### src/hdl/lr_pkg.sv
// Shared types, constants and helpers for the line rasterizer.
// No dependencies; used by every module under hdl/.
package lr_pkg;

    localparam int SCREEN_W = 640;
    localparam int SCREEN_H = 320;

    localparam int XW = 10;
    localparam int YW = 9;
    localparam int CW = 32;

    localparam logic MODE_LOAD = 1'b0;
    localparam logic MODE_STEP = 1'b1;

    // registered input item, coordinates already clamped to the screen
    typedef struct packed {
        logic          mode;
        logic [XW-1:0] start_x;
        logic [YW-1:0] start_y;
        logic [XW-1:0] end_x;
        logic [YW-1:0] end_y;
    } t_item;

    // one emitted pixel
    typedef struct packed {
        logic [XW-1:0] pixel_x;
        logic [YW-1:0] pixel_y;
        logic [CW-1:0] pixel_color;
        logic          last_pixel;
    } t_pixel;

    function automatic logic [XW-1:0] clamp_x(input logic [XW-1:0] v);
        return (int'(v) >= SCREEN_W) ? XW'(SCREEN_W - 1) : v;
    endfunction

    function automatic logic [YW-1:0] clamp_y(input logic [YW-1:0] v);
        return (int'(v) >= SCREEN_H) ? YW'(SCREEN_H - 1) : v;
    endfunction

endpackage

### src/hdl/lr_input_reg.sv
// Input register of the line rasterizer: takes items off the slave stream
// and clamps the endpoints. Depends on lr_pkg.
module lr_input_reg (
    input  logic                   i_clk,
    input  logic                   i_rst_n,
    input  logic                   i_s_axis_tvalid,
    output logic                   o_s_axis_tready,
    input  logic [39:0]            i_s_axis_tdata,
    input  logic                   i_s_axis_tuser,
    input  logic                   i_advance,
    output logic                   o_valid,
    output lr_pkg::t_item          o_item
);

    logic          r_valid;
    lr_pkg::t_item r_item;
    logic          w_take;

    assign o_s_axis_tready = !r_valid || i_advance;
    assign w_take          = i_s_axis_tvalid && o_s_axis_tready;

    always_ff @(posedge i_clk) begin
        if (!i_rst_n) begin
            r_valid <= 1'b0;
        end else if (w_take) begin
            r_valid <= 1'b1;
        end else if (i_advance) begin
            r_valid <= 1'b0;
        end
    end

    always_ff @(posedge i_clk) begin
        if (w_take) begin
            r_item.mode    <= i_s_axis_tuser;
            r_item.start_x <= lr_pkg::clamp_x(i_s_axis_tdata[9:0]);
            r_item.start_y <= lr_pkg::clamp_y(i_s_axis_tdata[18:10]);
            r_item.end_x   <= lr_pkg::clamp_x(i_s_axis_tdata[28:19]);
            r_item.end_y   <= lr_pkg::clamp_y(i_s_axis_tdata[37:29]);
        end
    end

    assign o_valid = r_valid;
    assign o_item  = r_item;

endmodule

### src/hdl/lr_core.sv
// Line state and step logic: load latches deltas and directions, a step
// emits the current pixel and advances the error term. Depends on lr_pkg.
module lr_core (
    input  logic                   i_clk,
    input  logic                   i_rst_n,
    input  logic                   i_cfg_valid,
    input  logic [lr_pkg::CW-1:0]  i_cfg_data,
    input  logic                   i_advance,
    input  lr_pkg::t_item          i_item,
    output logic                   o_res_valid,
    output lr_pkg::t_pixel         o_res
);

    localparam int XW = lr_pkg::XW;
    localparam int YW = lr_pkg::YW;

    logic [lr_pkg::CW-1:0] r_color;
    logic                  r_busy, n_busy;
    logic [XW-1:0]         r_cur_x, n_cur_x;
    logic [YW-1:0]         r_cur_y, n_cur_y;
    logic [XW-1:0]         r_major, n_major;
    logic [XW-1:0]         r_minor, n_minor;
    logic [XW-1:0]         r_err, n_err;
    logic [XW-1:0]         r_left, n_left;
    logic                  r_steep, n_steep;
    logic                  r_xneg, n_xneg;
    logic                  r_yneg, n_yneg;

    logic                  w_xneg, w_yneg, w_steep, w_last, w_minor_step;
    logic [XW-1:0]         w_dx, w_dy, w_major;
    logic [XW:0]           w_sum;
    logic [XW-1:0]         w_x_mv;
    logic [YW-1:0]         w_y_mv;

    always_comb begin
        // load path
        w_xneg  = i_item.end_x < i_item.start_x;
        w_yneg  = i_item.end_y < i_item.start_y;
        w_dx    = w_xneg ? (i_item.start_x - i_item.end_x) : (i_item.end_x - i_item.start_x);
        w_dy    = XW'(w_yneg ? (i_item.start_y - i_item.end_y)
                             : (i_item.end_y - i_item.start_y));
        w_steep = w_dy > w_dx;
        w_major = w_steep ? w_dy : w_dx;

        // step path
        w_last       = r_left <= XW'(1);
        w_sum        = {1'b0, r_err} + {1'b0, r_minor};
        w_minor_step = w_sum >= {1'b0, r_major};
        w_x_mv       = r_xneg ? (r_cur_x - XW'(1)) : (r_cur_x + XW'(1));
        w_y_mv       = r_yneg ? (r_cur_y - YW'(1)) : (r_cur_y + YW'(1));

        n_busy  = r_busy;
        n_cur_x = r_cur_x;
        n_cur_y = r_cur_y;
        n_major = r_major;
        n_minor = r_minor;
        n_err   = r_err;
        n_left  = r_left;
        n_steep = r_steep;
        n_xneg  = r_xneg;
        n_yneg  = r_yneg;

        if (i_item.mode == lr_pkg::MODE_LOAD) begin
            n_xneg  = w_xneg;
            n_yneg  = w_yneg;
            n_steep = w_steep;
            n_major = w_major;
            n_minor = w_steep ? w_dx : w_dy;
            n_err   = '0;
            n_left  = w_major + XW'(1);
            n_cur_x = i_item.start_x;
            n_cur_y = i_item.start_y;
            n_busy  = 1'b1;
        end else if (r_busy) begin
            if (w_last) begin
                n_left = '0;
                n_busy = 1'b0;
            end else begin
                n_err  = w_minor_step ? XW'(w_sum - {1'b0, r_major}) : XW'(w_sum);
                n_left = r_left - XW'(1);
                if (r_steep) begin
                    n_cur_y = w_y_mv;
                    if (w_minor_step) n_cur_x = w_x_mv;
                end else begin
                    n_cur_x = w_x_mv;
                    if (w_minor_step) n_cur_y = w_y_mv;
                end
            end
        end
    end

    assign o_res_valid       = (i_item.mode == lr_pkg::MODE_STEP) && r_busy;
    assign o_res.pixel_x     = r_cur_x;
    assign o_res.pixel_y     = r_cur_y;
    assign o_res.pixel_color = r_color;
    assign o_res.last_pixel  = w_last;

    always_ff @(posedge i_clk) begin
        if (!i_rst_n) begin
            r_color <= '0;
        end else if (i_cfg_valid) begin
            r_color <= i_cfg_data;
        end
    end

    always_ff @(posedge i_clk) begin
        if (!i_rst_n) begin
            r_busy  <= 1'b0;
            r_cur_x <= '0;
            r_cur_y <= '0;
            r_major <= '0;
            r_minor <= '0;
            r_err   <= '0;
            r_left  <= '0;
            r_steep <= 1'b0;
            r_xneg  <= 1'b0;
            r_yneg  <= 1'b0;
        end else if (i_advance) begin
            r_busy  <= n_busy;
            r_cur_x <= n_cur_x;
            r_cur_y <= n_cur_y;
            r_major <= n_major;
            r_minor <= n_minor;
            r_err   <= n_err;
            r_left  <= n_left;
            r_steep <= n_steep;
            r_xneg  <= n_xneg;
            r_yneg  <= n_yneg;
        end
    end

endmodule

### src/hdl/lr_out_reg.sv
// Result register of the line rasterizer, driving the master stream.
// Depends on lr_pkg.
module lr_out_reg (
    input  logic                   i_clk,
    input  logic                   i_rst_n,
    input  logic                   i_load,
    input  lr_pkg::t_pixel         i_res,
    output logic                   o_free,
    output logic                   o_m_axis_tvalid,
    input  logic                   i_m_axis_tready,
    output logic [55:0]            o_m_axis_tdata,
    output logic                   o_m_axis_tlast
);

    logic           r_valid;
    lr_pkg::t_pixel r_res;

    assign o_free = !r_valid || i_m_axis_tready;

    always_ff @(posedge i_clk) begin
        if (!i_rst_n) begin
            r_valid <= 1'b0;
        end else if (i_load) begin
            r_valid <= 1'b1;
        end else if (i_m_axis_tready) begin
            r_valid <= 1'b0;
        end
    end

    always_ff @(posedge i_clk) begin
        if (i_load) begin
            r_res <= i_res;
        end
    end

    assign o_m_axis_tvalid = r_valid;
    assign o_m_axis_tdata  = {5'b0, r_res.pixel_color, r_res.pixel_y, r_res.pixel_x};
    assign o_m_axis_tlast  = r_res.last_pixel;

endmodule

### src/hdl/line_rasterizer.sv
// Top level of the line rasterizer.
// Depends on lr_pkg, lr_input_reg, lr_core and lr_out_reg.
//
// Usage:
//   Slave stream carries commands. tuser = 0 loads a line from the start and
//   end points in tdata; tuser = 1 asks for the next pixel of that line.
//   A load emits nothing and replaces any line in progress. A pixel request
//   with no line active is swallowed without a result.
//   Master stream carries pixels: coordinates plus the line color, tlast on
//   the final pixel of the line.
//   The config channel writes the line color; it is always ready and should
//   only be written while no command is in flight.
//   Endpoints beyond the screen are clamped to the right or bottom edge.
// Timing:
//   One command per cycle while the master side is not stalled. A command
//   accepted into the input register is stepped when it advances, and its
//   pixel is loaded into the result register, which drives the master side.
//   The rate is set by the combinational add/compare of the error term in lr_core.
// Stall / reset:
//   When the master side stalls, the pixel holds in the result register,
//   one more command waits in the input register, then tready drops.
//   Reset (synchronous, active low) clears the line state, both stage
//   valids and the color register.
module line_rasterizer (
    input  logic                   i_clk,
    input  logic                   i_rst_n,
    // slave stream
    input  logic                   i_s_axis_tvalid,
    output logic                   o_s_axis_tready,
    // [9:0] start_x, [18:10] start_y, [28:19] end_x, [37:29] end_y, [39:38] zero
    input  logic [39:0]            i_s_axis_tdata,
    // [0] mode
    input  logic                   i_s_axis_tuser,
    // master stream
    output logic                   o_m_axis_tvalid,
    input  logic                   i_m_axis_tready,
    // [9:0] pixel_x, [18:10] pixel_y, [50:19] pixel_color, [55:51] zero
    output logic [55:0]            o_m_axis_tdata,
    output logic                   o_m_axis_tlast,
    // config write: line color
    input  logic                   i_cfg_valid,
    output logic                   o_cfg_ready,
    input  logic [lr_pkg::CW-1:0]  i_cfg_data
);

    logic           w_in_valid;
    lr_pkg::t_item  w_item;
    logic           w_out_free;
    logic           w_advance;
    logic           w_res_valid;
    lr_pkg::t_pixel w_res;

    // the step stage moves whenever it holds a command and the result
    // register can take whatever that command produces
    assign w_advance   = w_in_valid && w_out_free;
    assign o_cfg_ready = 1'b1;

    lr_input_reg u_in (
        .i_clk           (i_clk),
        .i_rst_n         (i_rst_n),
        .i_s_axis_tvalid (i_s_axis_tvalid),
        .o_s_axis_tready (o_s_axis_tready),
        .i_s_axis_tdata  (i_s_axis_tdata),
        .i_s_axis_tuser  (i_s_axis_tuser),
        .i_advance       (w_advance),
        .o_valid         (w_in_valid),
        .o_item          (w_item)
    );

    lr_core u_core (
        .i_clk       (i_clk),
        .i_rst_n     (i_rst_n),
        .i_cfg_valid (i_cfg_valid),
        .i_cfg_data  (i_cfg_data),
        .i_advance   (w_advance),
        .i_item      (w_item),
        .o_res_valid (w_res_valid),
        .o_res       (w_res)
    );

    lr_out_reg u_out (
        .i_clk           (i_clk),
        .i_rst_n         (i_rst_n),
        .i_load          (w_advance && w_res_valid),
        .i_res           (w_res),
        .o_free          (w_out_free),
        .o_m_axis_tvalid (o_m_axis_tvalid),
        .i_m_axis_tready (i_m_axis_tready),
        .o_m_axis_tdata  (o_m_axis_tdata),
        .o_m_axis_tlast  (o_m_axis_tlast)
    );

endmodule
### config.mk
export PLATFORM = sky130hd
export DESIGN_NAME = line_rasterizer
export DESIGN_NICKNAME = d
export VERILOG_FILES = /design/src/hdl/lr_pkg.sv /design/src/hdl/lr_input_reg.sv /design/src/hdl/lr_core.sv /design/src/hdl/lr_out_reg.sv /design/src/hdl/line_rasterizer.sv
export SDC_FILE = /design/constraint.sdc
export NUM_CORES = 1
export LEC_CHECK = 0
export BUFFER_PORTS_ARGS = -buffer_cell sky130_fd_sc_hd__buf_4
export CAP_MARGIN = 40
export CELL_PAD_IN_SITES_DETAIL_PLACEMENT = 0
export CELL_PAD_IN_SITES_GLOBAL_PLACEMENT = 2
export CORE_ASPECT_RATIO = 0.7
export CORE_MARGIN = 2
export CORE_UTILIZATION = 30
export DETAILED_ROUTE_END_ITERATION = 16
export HOLD_SLACK_MARGIN = 0.1
export PLACE_DENSITY = 0.79
export SLEW_MARGIN = 25
export SYNTH_ARGS = -nofsm -noshare
export SYNTH_HDL_FRONTEND = slang
export SYNTH_SLANG_ARGS = --single-unit
### constraint.sdc
create_clock -name i_clk -period 7.9 [get_ports i_clk]
set_clock_uncertainty 0.1 [all_clocks]
set_input_delay 0.395 -clock i_clk [delete_from_list [all_inputs] [get_ports i_clk]]
set_output_delay 0.395 -clock i_clk [all_outputs]
set_load 0.02 [all_outputs]
==> flow_metrics.tcl, run 1 <==
set metrics [dict create \
    r2r_setup_slack_ns 1.63 \
    grt_pass1_vias 8096 \
    end_kind "flip-flop" \
    drt_iter0_markers 556 \
    p_sw_mw 1.17 \
    dieArea_um2 38200 \
    timing.max_cap.violations 0 \
    synthToLayoutAreaGrowth_pct 23.9 \
    grt_pass1_wl_um 45100 \
    clock_path_buffers 2 \
    final_cell_area_um2 13600 \
    grt_start_max_net_pins 54 \
    power_leakage_nw 5.86 \
    ant_nets 0 \
    cts_sinks 188 \
    whs_path_depth 2 \
    vias 8560 \
    worst_ep_required_time_ns 8.15 \
    hold_class "in2reg" \
    crit_start "u_in.o_item[28]" \
    yosys.area.top_type "edfxtp_1" \
    antenna_cells 0 \
    path_cells "ha_1 > inv_1 > fa_1 > a21o_1 > a31o_4 > a311oi_4 > a211oi_1 > o32ai_1 > nor2_1 > xnor2_1 > ha_1 > and3_1 > nand4_1 > o21ai_0 > o221a_2 > inv_2 > mux2i_1 > nand4_4 > or4_4 > a31o_1" \
    worstPathArrival_ns 6.51 \
    synth_commonest_cells "nand2_1 (116), dfxtp_1 (97), edfxtp_1 (91)" \
    crit_path_max_fanout 28 \
    grt.total_usage_pct 15.3 \
    layout-drive-gt1-share_pct 15.1 \
    slowest_stage "o221a_2" \
    r2r_start "u_in.o_item[28]" \
    setup_tns_ns 0 \
    synth_cells 1150 \
    max_freq_ghz 0.160 \
    core-area_um2 36000 \
    period_share_pct 79.3 \
    ys_warn_count 0 \
    start_util_pct 30.5 \
    synthDominantCellAreaShare_pct 24.9 \
    fin_util_pct 37.8 \
    p_comb_share_pct 37.6 \
    finalPower_mw 3.13 \
    port_buffers 129 \
    tightest_slew_ns 0.805 \
    cts_setup_buffers 0 \
    insertion_delay_ns 0.45 \
    path_delay_family "compound AO/OA/AOI/OAI gates" \
    num_rows 58 \
    hold_start "i_s_axis_tdata[25]" \
    postRouteWirelength_um 28800 \
    slew-limit-headroom_pct 46.3 \
    antenna_found_initial 0 \
    worstSetupPathType "reg2reg" \
    finalHoldViolCount 0 \
    nets 1493 \
    ys_types 66 \
    clkPwrFrac_pct 26.6 \
    status "finished clean" \
    wire_per_inst_um 15.9 \
    gp_congestion 0.835 \
    cts_tree "built" \
    path_buf_inv 2 \
    post-synth-top-count-cell "nand2_1" \
    avgSynthCellArea_um2 9.55 \
    min_to "u_in.o_item[15]" \
    swShare_pct 37.5 \
    seqPwrFrac_pct 35.8 \
    ys_async_sr_fraction_pct 0 \
    cts_made_buffers 17 \
    finalCriticalPeriod_ns 6.27 \
    htree_levels 4 \
    rr_worst_depth 20 \
    worst_r2r_endpoint "u_core.r_left[8]" \
    seq_area_frac_synth_pct 42.5 \
    die_w_um 233 \
    drc_errors 0 \
    firstDrtPassIters 5 \
    post-place-ws_ns 1.61 \
    cts_resized 0 \
    p_int_mw 1.96 \
    path_clk_slew_ns 0.07 \
    crit_top_cell "ha_1" \
    synthesis.area_um2 11000 \
    rsz0062_at_grt "no" \
    p_per_area_nw_per_um2 230 \
    critical-path-max-stage-delay_ns 0.62 \
    drv_slew 0 \
    synth.ff_latch_count 188 \
    startpoint_type "flip-flop" \
    fin_ws_ns 1.63 \
    fp.dieH_um 164 \
    peakVddDrop_mv 0.128 \
    grt_overflow 0 \
    clock-root-buffer "clkbuf_16" \
    synthTopCellsByArea "edfxtp_1 (25%), dfxtp_1 (18%), ha_1 (9.6%)" \
    pin_count 138 \
    place_hpwl_um 21600 \
    setup_viol 0 \
    synth-edff-count 91 \
    synth_ff_type "dfxtp_1" \
    postPlaceCellArea_um2 12400 \
    vias_per_cell 4.71 \
]
## flip-flops by register name, indices dropped and copies added (netlist names)
register,cells
u_core.r_cur_x,10
u_core.r_minor,10
u_in.o_item,39
u_out.o_m_axis_tdata,51
u_core.r_busy,1
u_core.r_yneg,1
u_in.o_valid,1
u_core.r_err,10
u_core.r_xneg,1
u_out.o_m_axis_tlast,1
u_core.r_steep,1
u_core.r_major,10
u_core.r_left,10
u_core.r_color,32
u_core.r_cur_y,9
u_out.o_m_axis_tvalid,1
## worst max-delay path by stage
stage                             endpoint  depth (start not counted)
after detailed placement  u_core.r_left[8]                         20
after global placement    u_core.r_left[8]                         20
after floorplan            u_core.r_err[3]                          7
after global routing      u_core.r_left[8]                         21
final                     u_core.r_left[8]                         20
after CTS                 u_core.r_left[8]                         20
## through the flow
stage,instances,hold slack (ns)
detailed placement,1721,0.313
global route,1816,0.111
finish,1816,0.124
global placement,1716,0.310
floorplan,1154,0.308
CTS,1815,0.102
## what timing repair did
action	CTS	global route
hold buffers	62	0
endpoints found under the setup margin	0	0
hold endpoints to repair	62	0
## power groups by stage
stage | combinational (mW) | clock [mW] | sequential (mW)
final | 1.18 | 0.831 | 1.12
after global routing | 1.31 | 0.899 | 1.13
after CTS | 1.17 | 0.859 | 1.12
after detailed placement | 1.14 | 0 | 1.14
after global placement | 1.13 | 0 | 1.14
after floorplan | 0.852 | 0 | 1.13
## placed cells by master, fill, tap and decap left out, drive strengths merged, types with 14 or more instances in the layout
cell type	Yosys	final
o21ai	63	63
xnor2	30	30
nand2	116	116
buf	22	144
nand3	15	15
clkbuf	34	17
edfxtp	91	91
ha	84	84
a21oi	73	73
o211ai	22	22
nor2	86	86
nand2b	30	30
inv	91	101
nor3	21	21
mux2i	76	76
dlygate4sd3	0	62
nor2b	19	19
dfxtp	97	97
o21a	14	14
a21o	20	20
xor2	16	16
## final cells by class
cell class	count	area (µm²)
Fill cell	3638	22400
Multi-Input combinational cell	819	5730
Sequential cell	188	4670
Timing Repair Buffer	206	1720
Tap cell	480	601
Clock buffer	17	425
Inverter	91	342
Clock inverter	15	124
## cells by family after synthesis
| kind of cell | after synthesis | share of synthesized area [%] |
|---|---|---|
| AO/OA/AOI/OAI | 260 | 15.2 |
| XOR/XNOR | 46 | 3.67 |
| adder cells (fa/ha/maj) | 92 | 11.0 |
| buffers and inverters | 147 | 5.47 |
| flip-flops | 188 | 42.5 |
| multiplexers | 83 | 7.75 |
| other | 2 | 0.0683 |
| AND/OR/NAND/NOR | 332 | 14.2 |
## per-layer routing
layer  track usage [%]  up-vias  wire, µm
li1                  -     4378         -
met1              23.0     4024     15300
met2              22.5      137     12200
met3              2.73       21      1030
met4              3.88        0       303
met5                 0        -         0
Power figures use the tool's default switching activity.
==> run 2: changes to the inputs <==
- clock period: 7.9 -> 6.26 ns (I/O delays scaled with it)
==> flow_metrics.tcl, run 2 (same netlist as run 1, synthesis figures left out) <==
set metrics [dict create \
    status "finished clean" \
    fp.dieH_um 164 \
    postRouteWirelength_um 29000 \
    clock-root-buffer "clkbuf_16" \
    dieArea_um2 38200 \
    cts_made_buffers 17 \
    grt_start_max_net_pins 49 \
    worst_r2r_endpoint "u_core.r_left[8]" \
    grt_pass1_wl_um 46100 \
    max_freq_ghz 0.175 \
    grt.total_usage_pct 15.5 \
    swShare_pct 36.7 \
    finalCriticalPeriod_ns 5.72 \
    drc_errors 0 \
    vias_per_cell 4.71 \
    drv_slew 0 \
    r2r_start "u_in.o_item[28]" \
    ant_nets 0 \
    start_util_pct 30.5 \
    crit_start "u_in.o_item[28]" \
    hold_class "in2reg" \
    timing.max_cap.violations 0 \
    path_cells "ha_1 > inv_1 > fa_1 > a21o_1 > a31o_4 > a311o_1 > a211oi_1 > o21ai_2 > xnor2_1 > ha_1 > a21o_1 > a211oi_1 > o21ai_0 > o221a_2 > inv_2 > mux2i_1 > nand4_4 > or4_4 > a31o_1" \
    peakVddDrop_mv 0.216 \
    worstSetupPathType "reg2reg" \
    path_clk_slew_ns 0.07 \
    finalHoldViolCount 0 \
    crit_path_max_fanout 10 \
    setup_tns_ns 0 \
    p_int_mw 2.53 \
    dpl.cell_count 1725 \
    num_rows 58 \
    clkPwrFrac_pct 26.9 \
    cts_sinks 188 \
    final_common_cell "buf_4" \
    antenna_found_initial 0 \
    fin_cells 1830 \
    slew-limit-headroom_pct 49.1 \
    worst_ep_required_time_ns 6.50 \
    insertion_delay_ns 0.45 \
    core-area_um2 36000 \
    port_buffers 129 \
    antenna_cells 0 \
    critical-path-max-stage-delay_ns 0.51 \
    place_hpwl_um 21900 \
    mostFrequentLayoutCells "buf_4 (145), nand2_1 (116), dfxtp_1 (97), edfxtp_1 (91), inv_1 (89)" \
    grt_overflow 0 \
    slowest_stage "mux2i_1" \
    fin_util_pct 38.3 \
    die_w_um 233 \
    min_to "u_in.o_item[26]" \
    p_sw_mw 1.46 \
    gp_congestion 0.856 \
    end_kind "flip-flop" \
    hold_start "i_s_axis_tdata[17]" \
    post-place-ws_ns 0.561 \
    cts_tree "built" \
    htree_levels 4 \
    worstPathArrival_ns 5.96 \
    tightest_slew_ns 0.762 \
    setup_viol 0 \
    wire_per_inst_um 15.9 \
    clock_path_buffers 2 \
    r2r_setup_slack_ns 0.54 \
    p_comb_share_pct 37.8 \
    path_buf_inv 2 \
    drt_iter0_markers 492 \
    seqPwrFrac_pct 35.4 \
    path_delay_family "compound AO/OA/AOI/OAI gates" \
    nets 1507 \
    postPlaceCellArea_um2 12500 \
    layout-drive-gt1-share_pct 15.3 \
    pin_count 138 \
    firstDrtPassIters 5 \
    fin_ws_ns 0.540 \
    p_per_area_nw_per_um2 290 \
    final_cell_area_um2 13800 \
    period_share_pct 91.4 \
    synthToLayoutAreaGrowth_pct 25.4 \
    vias 8626 \
    startpoint_type "flip-flop" \
    rsz0062_at_grt "no" \
    rr_worst_depth 19 \
    whs_path_depth 2 \
    power_leakage_nw 5.94 \
    largest_register_ffs 51 \
    grt_pass1_vias 8299 \
]
-- run 2: cell types whose count changed in the layout (fill, tap and decap cells not counted), sizes merged --
cell         change
clkinv           +2
dlygate4sd3     +10
clkbuf           +3
inv              -3
buf              +4
clkinvlp         -2
-- run 2: final cells by class --
class | count | area (µm²)
Sequential cell | 188 | 4670
Tap cell | 480 | 601
Fill cell | 3623 | 22200
Clock inverter | 12 | 97.6
Timing Repair Buffer | 220 | 1850
Inverter | 91 | 342
Clock buffer | 20 | 478
Multi-Input combinational cell | 819 | 5740
-- run 2: repair_timing --
| action | CTS | global route |
|---|---|---|
| endpoints found under the hold margin | 73 | 0 |
| hold buffers | 72 | 0 |
| buffers inserted | 0 | 0 |
| gates resized for setup | 0 | 0 |
-- run 2: power by group through the flow --
stage               Sequential, mW  Clock (mW)  Combinational, mW
floorplan                     1.42           0               1.08
global placement              1.44           0               1.45
detailed placement            1.44           0               1.45
CTS                           1.41        1.11               1.50
global route                  1.42        1.16               1.68
finish                        1.41        1.07               1.51
-- run 2: worst register-to-register path, cell delays in order (launching register included) --
cell	delay, ns
edfxtp_1	0.49
ha_1	0.23
inv_1	0.05
fa_1	0.42
a21o_1	0.23
a31o_4	0.27
a311o_1	0.43
a211oi_1	0.32
o21ai_2	0.09
xnor2_1	0.29
ha_1	0.33
a21o_1	0.17
a211oi_1	0.21
o21ai_0	0.11
o221a_2	0.27
inv_2	0.22
mux2i_1	0.52
nand4_4	0.20
or4_4	0.45
a31o_1	0.22
-- run 2: through the flow --
step                hold slack [ns]  power [mW]
floorplan                     0.308        2.50
global placement              0.311        2.89
detailed placement            0.314        2.89
CTS                           0.109        4.02
global route                  0.167        4.26
finish                        0.123        3.99
-- run 2: how the worst max path moves through the flow --
| stage | to | slack [ns] | cells after the start |
|---|---|---|---|
| CTS | u_core.r_left[8] | 0.52 | 19 |
| floorplan | u_core.r_err[3] | 0.52 | 7 |
| global placement | u_core.r_left[8] | 0.58 | 19 |
| finish | u_core.r_left[8] | 0.54 | 19 |
| global route | u_core.r_left[8] | 0.19 | 19 |
| detailed placement | u_core.r_left[8] | 0.56 | 19 |
-- run 2: layer usage --
| layer | vias to the layer above | wire (µm) | GRT usage (%) |
|---|---|---|---|
| li1 | 4412 | - | - |
| met3 | 22 | 1270 | 3.45 |
| met4 | 0 | 371 | 3.71 |
| met5 | - | 0 | 0 |
| met2 | 168 | 12200 | 22.0 |
| met1 | 4024 | 15200 | 23.6 |
